## src/hw/rtl/lkvc_pkg.sv

```systemverilog
// Shared constants, types and helpers for the LRU key-value cache.
package lkvc_pkg;

	localparam int ENTRIES = 16;
	localparam int IDX_W   = (ENTRIES > 1) ? $clog2(ENTRIES) : 1;
	localparam int RANK_W  = IDX_W;
	localparam int OCC_W   = $clog2(ENTRIES + 1);
	localparam int CAP_W   = 5;
	localparam int CMP_W   = (OCC_W > CAP_W) ? OCC_W : CAP_W;
	localparam int DATA_W  = 32;
	localparam int APB_W   = 32;
	localparam int PADDR_W = 3;

	localparam logic [CAP_W-1:0] CAPACITY_RESET = CAP_W'(16);

	// register index, taken from paddr[2]
	localparam logic REG_CAPACITY = 1'b0;

	localparam logic OP_GET = 1'b0;
	localparam logic OP_PUT = 1'b1;

	typedef enum logic [2:0] {
		ST_IDLE   = 3'b001,
		ST_LOOKUP = 3'b010,
		ST_COMMIT = 3'b100
	} state_t;

	typedef struct packed {
		logic capture;
		logic lookup;
		logic commit;
		logic emit;
	} ctrl_cmd_t;

	typedef struct packed {
		logic             is_get;
		logic [OCC_W-1:0] occupancy;
	} ctrl_sts_t;

	// lowest set bit; zero when none
	function automatic logic [IDX_W-1:0] first_one(input logic [ENTRIES-1:0] vec);
		logic [IDX_W-1:0] idx;
		idx = '0;
		for (int i = ENTRIES - 1; i >= 0; i--) begin
			if (vec[i]) begin
				idx = IDX_W'(i);
			end
		end
		return idx;
	endfunction

endpackage

```

## src/hw/rtl/lru_key_value_cache.sv

```systemverilog
// Top level of the LRU key-value cache: APB register, sequencer and datapath.
//
// A fully associative 16-entry key-value store with least-recently-used
// replacement. A request is taken on a clock edge with start high and busy
// low; busy then stays high through the lookup and commit states, so a new
// request is taken only once the last one is through. The lookup state matches
// the key against all entries and finds the oldest and a free slot; the commit
// state updates the table and ranks. A get returns its transaction in the first
// cycle with busy low again, for exactly one cycle with done high: hit and
// read_value (zero on a miss). The receiver cannot hold it off, so sample it
// then. A put gives no result. The capacity register (byte address 0, reset
// 16) limits how many entries are used before eviction; 0 acts as 1 and
// values above 16 act as 16. Lowering it flushes nothing: each later new key
// evicts one entry. Write it only while the block is idle.
module lru_key_value_cache (
	input  logic                                 clk,
	input  logic                                 arst_n,
	// requests
	input  logic                                 start,
	output logic                                 busy,
	input  logic                                 opcode,
	input  logic signed [lkvc_pkg::DATA_W-1:0]   lookup_key,
	input  logic signed [lkvc_pkg::DATA_W-1:0]   store_value,
	// results
	output logic                                 done,
	output logic                                 hit,
	output logic signed [lkvc_pkg::DATA_W-1:0]   read_value,
	// configuration
	input  logic                                 psel,
	input  logic                                 penable,
	input  logic                                 pwrite,
	input  logic [lkvc_pkg::PADDR_W-1:0]         paddr,
	input  logic [lkvc_pkg::APB_W-1:0]           pwdata,
	output logic [lkvc_pkg::APB_W-1:0]           prdata,
	output logic                                 pready
);
	import lkvc_pkg::*;

	logic [CAP_W-1:0] capacity_q;
	ctrl_cmd_t        cmd;
	ctrl_sts_t        sts;
	logic             cfg_wr;

	// APB: zero wait states, word select on paddr[2]
	assign pready = 1'b1;
	assign cfg_wr = psel && penable && pwrite;

	always_ff @(posedge clk or negedge arst_n) begin
		if (!arst_n) begin
			capacity_q <= CAPACITY_RESET;
		end else if (cfg_wr && (paddr[2] == REG_CAPACITY)) begin
			capacity_q <= pwdata[CAP_W-1:0];
		end
	end

	assign prdata = (paddr[2] == REG_CAPACITY) ? APB_W'(capacity_q) : '0;

	lkvc_ctrl u_ctrl (
		.clk    (clk),
		.arst_n (arst_n),
		.start  (start),
		.sts    (sts),
		.cmd    (cmd),
		.busy   (busy)
	);

	lkvc_datapath u_datapath (
		.clk         (clk),
		.arst_n      (arst_n),
		.cmd         (cmd),
		.sts         (sts),
		.capacity    (capacity_q),
		.opcode      (opcode),
		.lookup_key  (lookup_key),
		.store_value (store_value),
		.done        (done),
		.hit         (hit),
		.read_value  (read_value)
	);

	// a result only follows a commit, so the block was busy the cycle before
	a_done_after_busy: assert property (@(posedge clk) disable iff (!arst_n)
		done |-> $past(busy))
		else $error("result transaction without a request in flight");

	// an accepted request keeps the block busy through lookup and commit
	a_accept_busy: assert property (@(posedge clk) disable iff (!arst_n)
		(start && !busy) |=> busy ##1 busy)
		else $error("accepted request did not hold busy");

	// occupancy never exceeds the table size
	a_occ_bound: assert property (@(posedge clk) disable iff (!arst_n)
		sts.occupancy <= OCC_W'(ENTRIES))
		else $error("occupancy beyond table size");

	// a miss never returns data
	a_miss_zero: assert property (@(posedge clk) disable iff (!arst_n)
		(done && !hit) |-> (read_value == '0))
		else $error("miss returned non-zero data");

endmodule

```

## src/hw/rtl/lkvc_ctrl.sv

```systemverilog
// Sequencer for the LRU key-value cache: accept, look up, commit.
module lkvc_ctrl (
	input  logic                  clk,
	input  logic                  arst_n,
	input  logic                  start,
	input  lkvc_pkg::ctrl_sts_t   sts,
	output lkvc_pkg::ctrl_cmd_t   cmd,
	output logic                  busy
);
	import lkvc_pkg::*;

	state_t state_q, state_d;

	always_comb begin
		state_d = state_q;
		unique case (state_q)
			ST_IDLE:   if (start) state_d = ST_LOOKUP;
			ST_LOOKUP: state_d = ST_COMMIT;
			ST_COMMIT: state_d = ST_IDLE;
			default:   state_d = ST_IDLE;
		endcase
	end

	always_ff @(posedge clk or negedge arst_n) begin
		if (!arst_n) begin
			state_q <= ST_IDLE;
		end else begin
			state_q <= state_d;
		end
	end

	assign busy        = (state_q != ST_IDLE);
	assign cmd.capture = (state_q == ST_IDLE) && start;
	assign cmd.lookup  = (state_q == ST_LOOKUP);
	assign cmd.commit  = (state_q == ST_COMMIT);
	assign cmd.emit    = (state_q == ST_COMMIT) && sts.is_get;

endmodule

```

## src/hw/rtl/lkvc_datapath.sv

```systemverilog
// Entry table, parallel key match, recency ranks and result register.
module lkvc_datapath (
	input  logic                          clk,
	input  logic                          arst_n,
	input  lkvc_pkg::ctrl_cmd_t           cmd,
	output lkvc_pkg::ctrl_sts_t           sts,
	input  logic [lkvc_pkg::CAP_W-1:0]    capacity,
	input  logic                          opcode,
	input  logic signed [lkvc_pkg::DATA_W-1:0] lookup_key,
	input  logic signed [lkvc_pkg::DATA_W-1:0] store_value,
	output logic                          done,
	output logic                          hit,
	output logic signed [lkvc_pkg::DATA_W-1:0] read_value
);
	import lkvc_pkg::*;

	// request registers
	logic              req_op_q;
	logic [DATA_W-1:0] req_key_q;
	logic [DATA_W-1:0] req_val_q;

	// table
	logic [DATA_W-1:0] keys_q [ENTRIES];
	logic [DATA_W-1:0] vals_q [ENTRIES];
	logic [ENTRIES-1:0] valid_q;
	logic [RANK_W-1:0] rank_q [ENTRIES];
	logic [OCC_W-1:0]  occ_q;

	// lookup stage
	logic [ENTRIES-1:0] match;
	logic [ENTRIES-1:0] oldest;
	logic [ENTRIES-1:0] evict_mask;
	logic [ENTRIES-1:0] valid_after;
	logic [CMP_W-1:0]   eff_cap;
	logic [OCC_W-1:0]   occ_m1;
	logic               need_evict;

	logic               hit_s1;
	logic [IDX_W-1:0]   hit_idx_s1;
	logic               evict_s1;
	logic [ENTRIES-1:0] evict_mask_s1;
	logic [IDX_W-1:0]   free_idx_s1;

	// result
	logic              done_q;
	logic              hit_q;
	logic [DATA_W-1:0] read_value_q;
	logic [RANK_W-1:0] hit_rank;

	assign occ_m1 = occ_q - OCC_W'(1);

	always_comb begin
		if (capacity == '0) begin
			eff_cap = CMP_W'(1);
		end else if (CMP_W'(capacity) > CMP_W'(ENTRIES)) begin
			eff_cap = CMP_W'(ENTRIES);
		end else begin
			eff_cap = CMP_W'(capacity);
		end
	end

	always_comb begin
		for (int i = 0; i < ENTRIES; i++) begin
			match[i]  = valid_q[i] && (keys_q[i] == req_key_q);
			// ranks are dense, so the oldest holds occupancy-1
			oldest[i] = valid_q[i] && (OCC_W'(rank_q[i]) == occ_m1);
		end
	end

	assign need_evict  = !(|match) && (CMP_W'(occ_q) >= eff_cap);
	assign evict_mask  = need_evict ? oldest : '0;
	assign valid_after = valid_q & ~evict_mask;

	always_ff @(posedge clk) begin
		if (cmd.capture) begin
			req_op_q  <= opcode;
			req_key_q <= lookup_key;
			req_val_q <= store_value;
		end
		if (cmd.lookup) begin
			hit_s1        <= |match;
			hit_idx_s1    <= first_one(match);
			evict_s1      <= need_evict;
			evict_mask_s1 <= evict_mask;
			free_idx_s1   <= first_one(~valid_after);
		end
	end

	assign hit_rank = rank_q[hit_idx_s1];

	// table update on commit
	always_ff @(posedge clk or negedge arst_n) begin
		if (!arst_n) begin
			valid_q <= '0;
			occ_q   <= '0;
			for (int i = 0; i < ENTRIES; i++) begin
				rank_q[i] <= '0;
			end
		end else if (cmd.commit) begin
			if (hit_s1) begin
				for (int i = 0; i < ENTRIES; i++) begin
					if (IDX_W'(i) == hit_idx_s1) begin
						rank_q[i] <= '0;
					end else if (valid_q[i] && (rank_q[i] < hit_rank)) begin
						rank_q[i] <= rank_q[i] + RANK_W'(1);
					end
				end
			end else if (req_op_q == OP_PUT) begin
				for (int i = 0; i < ENTRIES; i++) begin
					if (IDX_W'(i) == free_idx_s1) begin
						rank_q[i] <= '0;
					end else if (evict_mask_s1[i]) begin
						rank_q[i] <= '0;
					end else if (valid_q[i]) begin
						rank_q[i] <= rank_q[i] + RANK_W'(1);
					end
				end
				valid_q <= (valid_q & ~evict_mask_s1)
					| (ENTRIES'(1) << free_idx_s1);
				occ_q   <= occ_q - OCC_W'(evict_s1) + OCC_W'(1);
			end
		end
	end

	// keys and values carry no reset: only valid entries are ever read
	always_ff @(posedge clk) begin
		if (cmd.commit && (req_op_q == OP_PUT)) begin
			if (hit_s1) begin
				vals_q[hit_idx_s1] <= req_val_q;
			end else begin
				keys_q[free_idx_s1] <= req_key_q;
				vals_q[free_idx_s1] <= req_val_q;
			end
		end
	end

	always_ff @(posedge clk or negedge arst_n) begin
		if (!arst_n) begin
			done_q <= 1'b0;
		end else begin
			done_q <= cmd.emit;
		end
	end

	always_ff @(posedge clk) begin
		if (cmd.emit) begin
			hit_q        <= hit_s1;
			read_value_q <= hit_s1 ? vals_q[hit_idx_s1] : '0;
		end
	end

	assign sts.is_get    = (req_op_q == OP_GET);
	assign sts.occupancy = occ_q;

	assign done       = done_q;
	assign hit        = hit_q;
	assign read_value = read_value_q;

endmodule
```

## config.mk

```make
export PLATFORM = sky130hd
export DESIGN_NAME = lru_key_value_cache
export DESIGN_NICKNAME = d
export VERILOG_FILES = /design/src/hw/rtl/lkvc_pkg.sv /design/src/hw/rtl/lru_key_value_cache.sv /design/src/hw/rtl/lkvc_ctrl.sv /design/src/hw/rtl/lkvc_datapath.sv
export SDC_FILE = /design/constraint.sdc
export NUM_CORES = 2
export LEC_CHECK = 0
export ABC_CLOCK_PERIOD_IN_PS = 12000
export BUFFER_PORTS_ARGS = -buffer_cell sky130_fd_sc_hd__buf_2
export CAP_MARGIN = 15
export CORE_MARGIN = 10
export CORE_UTILIZATION = 65
export CTS_CLUSTER_SIZE = 30
export DETAILED_ROUTE_END_ITERATION = 10
export PLACE_DENSITY_LB_ADDON = 0.08
export REMOVE_ABC_BUFFERS = 1
export SKIP_LAST_GASP = 1
export SLEW_MARGIN = 10
export SYNTH_ARGS = -nofsm -noshare
export SYNTH_HDL_FRONTEND = slang
export SYNTH_SLANG_ARGS = --single-unit
```

## constraint.sdc

```tcl
create_clock -name clk -period 12 [get_ports clk]
set_input_delay 0.6 -clock clk [delete_from_list [all_inputs] [get_ports clk]]
set_output_delay 0.6 -clock clk [all_outputs]
set_load 0.005 [all_outputs]
```

# After elaboration in Yosys (flattened, before gate mapping)
# Memory sizes are Yosys's and may differ from the RTL's. A register that Yosys moved wholly into a read port is not among the register bits.
# Index checks and enable logic that the tools add are counted.
# word_totals
regBits	186
mem_bits_rw	1024
n_memories	2
# classes
n_addsub	19
order_cmp	19
eq_ne	83
shift	1
muxes	130
bitwise_logic	10
n_reduce_logical	102
# mem_list
name	depth	word_bits	rd	rd_ports_with_merged_regs	write_ports	line	rtl
u_datapath.keys_q	16	32	16	0	1	lkvc_datapath.sv:23	logic [DATA_W-1:0] keys_q [ENTRIES];
u_datapath.vals_q	16	32	1	1	1	lkvc_datapath.sv:24	logic [DATA_W-1:0] vals_q [ENTRIES];
# ops
operator	count
equality test 32 bit	16
two-way mux 4 bit	99
two-way mux 64 bit	2
equality test 4 x 5 -> 1 bit	16
adder 4 x 1 -> 4 bit, second input constant	16
equality test 4 bit, first input constant	16
< comparator 4 bit	16
AND reduction 4 bit	16
nonzero test 4 bit	16
logical AND 1 bit	55
!= test 3 bit, second input constant	16
NOT 16 bit	3
AND 16 bit	2
equality test 3 x 4 -> 1 bit, first input constant	8
two-way mux 32 bit	1
OR reduction 32 bit	1
two-way mux 3 bit	9
binary-select mux 4 bit (select 4 bit)	1
equality test 2 x 4 -> 1 bit, first input constant	4
two-way mux 16 bit	1
bitwise OR 16 bit	1
OR reduction 16 bit	1
OR reduction 8 bit	2
<< shifter 1 x 4 -> 16 bit, first input constant	1
other kinds (25)	45

# Depth between registers and ports, before layout
# An unclocked memory read counts as a cell.
# depth
word_depth	25
depth_mapped	18
depth_no_buf	16

# Cells and area by module
# A second synthesis with hierarchy kept.
# unflattened
cells_unflattened	3372
area_unflattened_um2	54494.8
# modules_own_cells
module	n_inst	cells_each	area_each_um2	seq_area_each_um2
lkvc_datapath	1	3314	53869.2	36625.1
lru_key_value_cache	1	46	467.9	126.4
lkvc_ctrl	1	12	157.7	76.3

# Least setup slack after synthesis
# Ideal clock, no wire load.
# synth_timing
path_kind	register -> register
startpoint	register u_ctrl.state_q[1]
endpoint	memory u_datapath.keys_q[12][0] (enable)
setup_time_ps	505
arrival_ps	4416
setup_slack_ps	7079
path_stages_with_launch	6
path_cell_list	dfrtp_1 nor3b_1 and2_0 nand2b_1 clkbuf_1 nor4_1
# synth_between
elab_chain_cells	4
# synth_lines
item	line	rtl
from (decl)	lkvc_ctrl.sv:12	state_t state_q, state_d;
from (signal assigned)	lkvc_ctrl.sv:28	state_q <= state_d;
equality test 3 bit	lkvc_ctrl.sv:35	assign cmd.commit = (state_q == ST_COMMIT);
logical AND 1 bit	lkvc_datapath.sv:127	if (cmd.commit && (req_op_q == OP_PUT)) begin
two-way mux 1 bit	lkvc_datapath.sv:127	
two-way mux 1 bit (not written as such)	lkvc_datapath.sv:131	keys_q[free_idx_s1] <= req_key_q;
to (decl)	lkvc_datapath.sv:23	
# Every way passes these cells.

# Final worst setup path
# layout_timing
startpoint	register u_datapath.hit_idx_s1[0]
endpoint	register u_datapath.rank_q[51] (netlist bit)
# layout_between
elab_chain_cells	8
elab_cells_between_ends	11
# layout_lines
item	line	rtl
from (decl)	lkvc_datapath.sv:39	logic [IDX_W-1:0] hit_idx_s1;
from (signal assigned)	lkvc_datapath.sv:82	hit_idx_s1 <= first_one(match);
NOT 4 -> 5 bit (not written as such)	lkvc_datapath.sv:89	assign hit_rank = rank_q[hit_idx_s1];
binary-select mux 4 bit (select 4 bit)	lkvc_datapath.sv:89	
two-way mux 4 bit (not written as such) (2 in a row)	lkvc_datapath.sv:89	
< comparator 4 bit	lkvc_datapath.sv:104	end else if (valid_q[i] && (rank_q[i] < hit_rank)) begin
logical AND 1 bit	lkvc_datapath.sv:104	
!= test 3 bit (no source line)	--	
AND reduction 4 bit (no source line)	--	
to (signal, indexed assignment)	lkvc_datapath.sv:105	rank_q[i] <= rank_q[i] + RANK_W'(1);
to (signal, indexed assignment)	lkvc_datapath.sv:115	rank_q[i] <= rank_q[i] + RANK_W'(1);
to (decl)	lkvc_datapath.sv:26	logic [RANK_W-1:0] rank_q [ENTRIES];
# Several ways; a longest one is shown, not always the timed one. The select of a mux whose other input is x is not followed.
# A chain may end at the register's enable or synchronous reset.

==> flow_metrics.py <==
metrics = {
    "synth": {
        "synth_top_area_cell": "edfxtp_1",
        "synthDistinctLibCells": 66,
        "ys_ff_latch": 1242,
        "synth_fa_ha_area_frac": 0.0179,
        "synth_top_family_by_area": "XOR/XNOR gates",
        "synth-async-reset-ratio": 0.0757,
        "synth_flop_cell": "edfxtp_1",
        "ys_warn_count": 0,
        "ys_top_cells_by_area": "edfxtp_1 65%, mux4_2 7.6%, xor2_1 7.0%",
        "syn-cell-area_sq_um": 53100,
        "synth-xor-area-share": 0.0988,
        "ys_seq_area_frac": 0.693,
        "yosys.area_share.simple": 0.0595,
        "synth_cells": 3119,
        "synth_edf_count": 1148,
        "synth_top_area_share": 0.649,
        "avgSynthCellArea_sq_um": 17.0,
        "synth-compound-area-share": 0.0250,
        "synthMuxAreaShare": 0.0809,
    },
    "sta": {
        "fin_crit_sh": 0.430,
        "hold_viol": 0,
        "max-slew-margin-rel": 0.238,
        "drv_slew": 0,
        "setup_violations": 0,
        "worstMarginPinSlew_ns": 1.14,
        "setup_slack_ns": 6.84,
        "period_minus_slack_ns": 5.16,
        "fin_setup_tns_ns": 0,
        "max_freq_mhz": 194,
        "skew_ns": 0.0379,
        "rsz0062_at_grt": "no",
    },
    "clock_tree": {
        "h-tree-depth": 3,
        "cts.repair.resized": 0,
        "cts.sinks": 1242,
        "insertion_delay_ns": 0.71,
        "tritoncts": "done",
        "path_clk_slew_ns": 0.06,
        "clock_path_buffers": 3,
        "cts-buffers-inserted": 120,
        "root_buffer": "clkbuf_16",
    },
    "setup_path": {
        "cp_cell_sequence": "buf_4, mux4_2, mux4_2, inv_1, ha_1, o21a_1, o21a_1, o21ai_0, and3b_1, o221ai_1, or3_1, a21oi_1",
        "rr_worst_depth": 12,
        "reg2reg_from": "u_datapath.hit_idx_s1[0]$_SDFFCE_PP0N_",
        "crit_type": "reg2reg",
        "crit_fanout": 50,
        "r2r_slack_ns": 6.84,
        "required_ns": 12.60,
        "max_stage_delay_ns": 0.83,
        "crit_path_start_kind": "flop",
        "critPathArrivalTime_ns": 5.76,
        "cpMaxStageDelayCell": "buf_4",
        "r2r_end": "u_datapath.rank_q[51]$_DFFE_PN0P_",
        "endpoint_kind": "flop",
    },
    "floorplanning": {
        "die_w_microns": 306,
        "io_pins": 174,
        "coreArea_sq_um": 80800,
        "die_h_microns": 306,
        "dieArea_sq_um": 93500,
        "start_util": 0.657,
        "std_cell_rows": 104,
    },
    "placement": {
        "dp_slack_ns": 6.85,
        "gp_congestion": 0.852,
        "numPortBuffers": 116,
        "dp_hpwl_mm": 66.0,
        "place_inst": 4243,
    },
    "finish": {
        "drive_gt1_frac": 0.184,
        "finalNonFillerCells": 4470,
        "area_growth_pct": 10.8,
        "layout_commonest_cell": "edfxtp_1",
        "finish.utilization": 0.728,
        "final_cell_mix": "1148 x edfxtp_1, 421 x xor2_1, 179 x mux4_2",
        "nNetsFinal": 3488,
    },
    "global_route": {
        "grt.busiest_layer": "met2",
        "grt_max_degree": 77,
        "grt_first_pass_wirelength_mm": 185,
        "grt_usage": 0.262,
        "grtUsageMet1": 0.346,
        "grt_overflow": 0,
        "use_met2": 0.448,
        "use_met3": 0.0373,
        "grt_pass1_vias": 29400,
        "antenna_found_initial": 3,
    },
    "power_and_ir_drop": {
        "powerDensity_nw_per_um2": 179,
        "max-vdd-ir-drop_v": 0.000160,
        "total_power_mw": 10.5,
        "p_leak_nw": 20.0,
    },
    "detailed_routing": {
        "drc_errors": 0,
        "drt_wl_total_mm": 123,
        "num_vias": 28400,
        "routed_via_density": 6.34,
        "antenna_left": 0,
        "drt_pre_antenna_iters": 5,
        "wl_per_cell_microns": 27.4,
        "first_iter_violations": 2565,
    },
    "hold_path": {
        "hold_path_startpoint": "store_value[27]",
        "min_to": "u_datapath.req_val_q[27]$_DFFE_PP_",
        "holdCritPathClass": "in2reg",
        "whs_path_depth": 1,
    },
    "outcome": {
        "status": "completed",
    },
    "flow_run": {
        "maxCapViolCount": 0,
    },
}
[worst max-delay path: cells and delay by family, from the launching register on]
kind	cells	cell delay (ns)
AO/OA/AOI/OAI	5	0.82
adder cells (fa/ha/maj)	1	0.37
buffers and inverters	2	1.41
flip-flops	1	0.69
multiplexers	2	1.10
AND/OR/NAND/NOR	2	0.63
[worst max path at each step]
stage | from | end | slack, ns | depth (start not counted)
2_1_floorplan | u_datapath.hit_idx_s1[0]$_SDFFCE_PP0N_ | u_datapath.rank_q[51]$_DFFE_PN0P_ | 3.30 | 11
3_3_place_gp | u_datapath.hit_idx_s1[0]$_SDFFCE_PP0N_ | u_datapath.rank_q[51]$_DFFE_PN0P_ | 7.02 | 12
3_5_place_dp | u_datapath.hit_idx_s1[0]$_SDFFCE_PP0N_ | u_datapath.rank_q[51]$_DFFE_PN0P_ | 6.85 | 12
4_1_cts | u_datapath.hit_idx_s1[0]$_SDFFCE_PP0N_ | u_datapath.rank_q[51]$_DFFE_PN0P_ | 6.81 | 12
5_1_grt | u_datapath.hit_idx_s1[0]$_SDFFCE_PP0N_ | u_datapath.rank_q[51]$_DFFE_PN0P_ | 6.45 | 12
6_report | u_datapath.hit_idx_s1[0]$_SDFFCE_PP0N_ | u_datapath.rank_q[51]$_DFFE_PN0P_ | 6.84 | 12
[through the flow]
step                      instance area (sq um)  hold slack [ns]
after floorplan                           52100            0.304
after global placement                    54800            0.471
after detailed placement                  54800            0.500
after CTS                                 58900           0.0305
after global routing                      58900           0.0483
final                                     58900           0.0631
[Yosys cell counts (6+ instances only)]
cell      count
nand3_1      51
o21a_1       39
xor2_1      422
nand3b_1      6
dfrtp_1      92
o221ai_1      7
edfxtp_1   1148
or3_1        12
mux2_2       10
mux4_2      179
a21o_1       18
xnor2_1     177
buf_6        47
a21oi_1      12
nor2_1      122
mux2i_1      15
o21ai_0      97
o31ai_1       6
inv_1        40
ha_1         76
nor3_1       35
nor4_1       88
buf_4        47
nand4_1      63
clkbuf_1     41
and2_1       36
buf_1        20
nand2_1      97
nand2b_1     19
and3b_1      10
a31oi_1       9
nor2b_1      11
buf_2         7
[final cells by class]
type | count | area (sq um)
multi-input cells | 1701 | 15300
well taps | 1060 | 1330
diodes | 1 | 2.50
fillers | 4803 | 21900
clock buffers | 148 | 3110
clock inverters | 77 | 930
inverters | 40 | 150
repair buffers | 201 | 1220
flip-flops and latches | 1242 | 36800
[registers in the layout, indices dropped and copies added (netlist names)]
register	count
capacity_q	5
u_ctrl.state_q	3
u_datapath.done	1
u_datapath.evict_mask_s1	16
u_datapath.evict_s1	1
u_datapath.free_idx_s1	4
u_datapath.hit	1
u_datapath.hit_idx_s1	4
u_datapath.hit_s1	1
u_datapath.keys_q	512
u_datapath.occ_q	5
u_datapath.rank_q	64
u_datapath.read_value	32
u_datapath.req_key_q	32
u_datapath.req_op_q	1
u_datapath.req_val_q	32
u_datapath.valid_q	16
u_datapath.vals_q	512
[kinds of logic after synthesis]
family	after synthesis
adders and majority gates	76
muxes	204
AOI/OAI and AO/OA	210
other	2
DFF	1242
buffers and inverters	202
and+or+nand+nor	584
xor gates and xnor gates	599
[power breakdown]
group | switching [mW] | total, mW | internal (mW)
Clock | 1.60 | 3.82 | 2.21
Combinational | 0.954 | 1.52 | 0.562
Sequential | 0.174 | 5.20 | 5.03
[layer usage]
layer | vias up | part of all wire | wire, microns
li1 | 12200 | - | -
met1 | 14800 | 0.39 | 48300
met2 | 1179 | 0.51 | 62300
met3 | 259 | 0.066 | 8090
met4 | 2 | 0.032 | 3880
met5 | - | 0.00011 | 13
[repair_timing]
| item | in CTS | in global routing |
|---|---|---|
| setup endpoints to repair | 0 | 0 |
| hold buffers | 1 | 0 |
| setup buffers | 0 | 0 |
| endpoints found under the hold margin | 25 | 0 |
No activity file was read; power rests on OpenSTA's default activity.
